==> config.mk <==
export PLATFORM = sky130hd
export DESIGN_NAME = rbuf_ram
export DESIGN_NICKNAME = d
export VERILOG_FILES = /design/src/rollback_bipartite_union_find_assert.svh /design/src/rbuf_ram.sv
export SDC_FILE = /design/constraint.sdc
export NUM_CORES = 1
export LEC_CHECK = 0
export BUFFER_PORTS_ARGS = -buffer_cell sky130_fd_sc_hd__buf_2
export CORE_ASPECT_RATIO = 1.4
export CORE_UTILIZATION = 40
export DETAILED_ROUTE_END_ITERATION = 12
export SLEW_MARGIN = 40
export SYNTH_ARGS = -nofsm -noshare
export SYNTH_HDL_FRONTEND = slang
export SYNTH_SLANG_ARGS = --single-unit
==> constraint.sdc <==
create_clock -name i_clk -period 1.7 [get_ports i_clk]
set_input_delay 0.17 -clock i_clk [delete_from_list [all_inputs] [get_ports i_clk]]
set_output_delay 0.17 -clock i_clk [all_outputs]
set_load 0.01 [all_outputs]
==> src/rollback_bipartite_union_find_assert.svh <==
// assertion macros for the rollback bipartite union-find block
// no dependencies; included by the modules that carry assertions
`ifndef ROLLBACK_BIPARTITE_UNION_FIND_ASSERT_SVH
`define ROLLBACK_BIPARTITE_UNION_FIND_ASSERT_SVH

// same-cycle implication, checked outside reset
`define RBUF_ASSERT_NOW(label, clk, rst_n, ante, cons, msg) \
    label: assert property (@(posedge clk) disable iff (!(rst_n)) (ante) |-> (cons)) \
        else $error(msg);

// next-cycle implication, checked outside reset
`define RBUF_ASSERT_NEXT(label, clk, rst_n, ante, cons, msg) \
    label: assert property (@(posedge clk) disable iff (!(rst_n)) (ante) |=> (cons)) \
        else $error(msg);

`endif

==> src/rbuf_ram.sv <==
// simple dual-port ram, one write port and one registered read port
// no dependencies
module rbuf_ram #(
    parameter int WIDTH = 8,
    parameter int DEPTH = 16
) (
    input  logic                     i_clk,
    input  logic                     i_we,
    input  logic [$clog2(DEPTH)-1:0] i_wr_addr,
    input  logic [WIDTH-1:0]         i_wr_data,
    input  logic [$clog2(DEPTH)-1:0] i_rd_addr,
    output logic [WIDTH-1:0]         o_rd_data
);

    logic [WIDTH-1:0] r_mem [DEPTH];
    logic [WIDTH-1:0] r_rd_data;

    always_ff @(posedge i_clk) begin
        if (i_we) begin
            r_mem[i_wr_addr] <= i_wr_data;
        end
        r_rd_data <= r_mem[i_rd_addr];
    end

    assign o_rd_data = r_rd_data;

endmodule

==> results by group <==
Clock network
  – Clock Sinks: 136
  – Post-CTS Setup Bufs: 0
  – Max Root-Sink Buffers: 2
  – Hold Buf Count CTS: 0
  – Clk_lat worst skew: 0.41 ns
  – Cts repair resizes: 0
  – Reg clk slew, reported paths: 0.06 ns
  – Total CTS buffers: 17
  – Root Driver: clkbuf_16
  – CTS tree: done
  – Htree depth: 4

Timing
  – Final Max Slew Viols: 0
  – Count of final setup violators: 0
  – Least-Margin Pin Slew: 0.429 ns
  – RSZ-0062 raised after global routing: false
  – Final Cycle Share: 80.6%
  – Tmin final: 1.37 ns
  – Final clock skew: 0.00576 ns
  – Fin Setup TNS: 0 ns
  – Fin. Hold Viols: 0
  – Slew HR: 71.4%
  – Fmax: 0.729 GHz

Run status
  – Status: finished with violations
  – Violated checks: DRC

GRT
  – GRT overflow: 0
  – Largest net degree at the start of global routing: 33
  – GRT Total Usage: 15.8%
  – Vias in the first global route: 2569
  – Initial antenna violation count: 0
  – First-pass GRT wire length: 14.5 mm

Floorplan
  – Horiz. Die Dim: 97.9 µm
  – IO Pins: 26
  – FP Rows: 48
  – Starting density of the core: 41.4%
  – Core ar.: 12400 µm²
  – Die footprint: 13300 µm²
  – Die extent in y: 136 µm

Route
  – Via count: 2405
  – DRC: 3
  – TritonRoute pass-1 iters: 11
  – Post-DR wirelength/cell: 21.2 µm
  – Via density: 5.36
  – Initial DRC count: 151
  – Routed Antenna Nets: 0
  – Final WL: 9.51 mm

Logic synthesis
  – Syn. warnings: 0
  – Yosys cell types: 19
  – Synthesized area: 5150 µm²
  – Mapped Nets: 247
  – Area contributors post-synth: edfxtp_1 75%, mux4_2 7.9%, mux4_1 7.1%
  – Cells after synthesis: 229
  – Largest area contributor in the netlist: edfxtp_1
  – Sequential share of the synthesized area: 77.8%
  – Share of the synthesized area in the top cell type: 74.7%
  – Syn avg cell area: 22.5 µm²
  – Yosys reg bits: 136

Worst setup path
  – Setup CP Type: flip-flop to flip-flop
  – R2R Setup Slk: 0.33 ns
  – Critical path arrival: 1.66 ns
  – Startpoint types: flip-flop
  – Crit. End Element: flip-flop
  – Worst path required time: 1.99 ns
  – Critical path fanouts, max: 1
  – Cell Chain, Critical Path: mux4_1 > a22oi_1 > nand2_1
  – CP max-delay cell: mux4_1
  – Slowest stage delay, CP: 0.50 ns
  – Critical path buffers and inverters: 0
  – Cell family with most CP delay: multiplexers

Place
  – Hpwl dp: 6.07 mm
  – RD Place Congestion: 0.691
  – Port bufs: 25

Layout
  – # fillers: 1002
  – Footprint of the multi-input gates: 1060 µm²
  – Nets: 304
  – Antenna diodes: 0
  – Share of layout cells above drive strength 1: 31.8%
  – Storage cell area: 4000 µm²
  – Area grow syn2layout: 19.2%

Flow run
  – Max-Cap Viols: 0

Min path
  – Worst Hold Class: input port to flip-flop

Power and ir drop
  – VDD IR max: 0.000593 V
  – Pwr per Cell Area: 1230 nW/µm²
  – Leak: 2.09 nW
  – Total design power: 7.56 mW
per-stage QoR:
step / instances / cell area, µm² / worst slack [ns] / hold WS (ns) / util (%)
detailed placement: 417 / 5570 / -0.0487 / 0.575 / 44.8
global placement: 417 / 5570 / -0.0214 / 0.565 / 44.8
global route: 449 / 6130 / 0.241 / 0.147 / 49.3
finish: 449 / 6130 / 0.329 / 0.148 / 49.3
CTS: 449 / 6130 / 0.255 / 0.138 / 49.3
floorplan: 229 / 5150 / 0.0371 / 0.269 / -
synth_stat cells, drive strengths merged:
cell and n:
edfxtp 128, nor2 13, nor3 4, buf 7, and2b 1, and2 1
nand2b 2, clkdlybuf4s25 3, nor2b 1, mux4 32, a22oi 16, dfxtp 8
nand3b 2, nand3 1, nand2 9, or3b 1
cell families after synthesis:
| group | Yosys count | share of synthesized area, % |
|---|---|---|
| simple gates | 35 | 3.18 |
| compound gates | 16 | 2.33 |
| mux | 32 | 15.0 |
| buf+inv | 10 | 1.68 |
| flops | 136 | 77.8 |
registers in the layout, summed over array words and instances, names as in the netlist:
| name | count |
|---|---|
| o_rd_data | 8 |
| r_mem | 128 |
cell usage in the layout (no fill, tap or decap):
master	Yosys	final
clkinvlp_4	0	4
nand3b_1	2	2
buf_2	3	25
mux4_1	14	14
mux4_2	18	18
dfxtp_1	8	8
clkinv_2	0	3
buf_4	1	21
nand2b_1	2	2
and2b_1	1	1
clkinv_4	0	2
bufinv_16	0	2
a22oi_1	16	16
nor2_1	13	13
nor2b_1	1	1
nor3_1	4	4
nand2_1	9	9
and2_1	1	1
clkbuf_1	0	1
nand3_1	1	1
or3b_2	1	1
buf_12	0	2
edfxtp_1	128	128
clkbuf_16	0	17
clkinv_1	0	3
path summary, 6_finish.rpt:
kind,startpoint,end,cells after the start
setup / recovery,r_mem[1][2]$_DFFE_PP_,o_rd_data[2]$_DFF_P_,3
hold / removal,i_wr_data[1],r_mem[5][1]$_DFFE_PP_,1
setup reg to reg,r_mem[1][2]$_DFFE_PP_,o_rd_data[2]$_DFF_P_,3
hold reg to reg,r_mem[14][7]$_DFFE_PP_,o_rd_data[7]$_DFF_P_,3
power by group:
part / total (mW) / switching (mW) / internal [mW]
logic: 0.357 / 0.201 / 0.156
clock network: 3.43 / 1.29 / 2.13
registers: 3.77 / 0.0206 / 3.75
metal layers:
layer  global-route usage, %  wire (µm)  share of wire [%]  up-vias
li1                        -          -                  -     1085
met1                    18.3       3860                 41     1238
met2                    27.6       5090                 54       73
met3                    4.37        402                4.2        9
met4                    6.57        150                1.6        0
met5                       0          0                  0        -
layout make-up:
class                   instances  share of cell area (%)
well taps                     150                    3.06
repair buffers                 48                    5.26
flip-flops and latches        136                    65.3
clock buffers                  18                    7.00
multi-input cells              83                    17.2
clock inverters                14                    2.18
worst register-to-register path, cell delays in order (launching register included):
cell and delay (ns):
edfxtp_1 0.36, mux4_1 0.50, a22oi_1 0.32, nand2_1 0.09
Note: power is estimated with default switching activity, not from simulation.
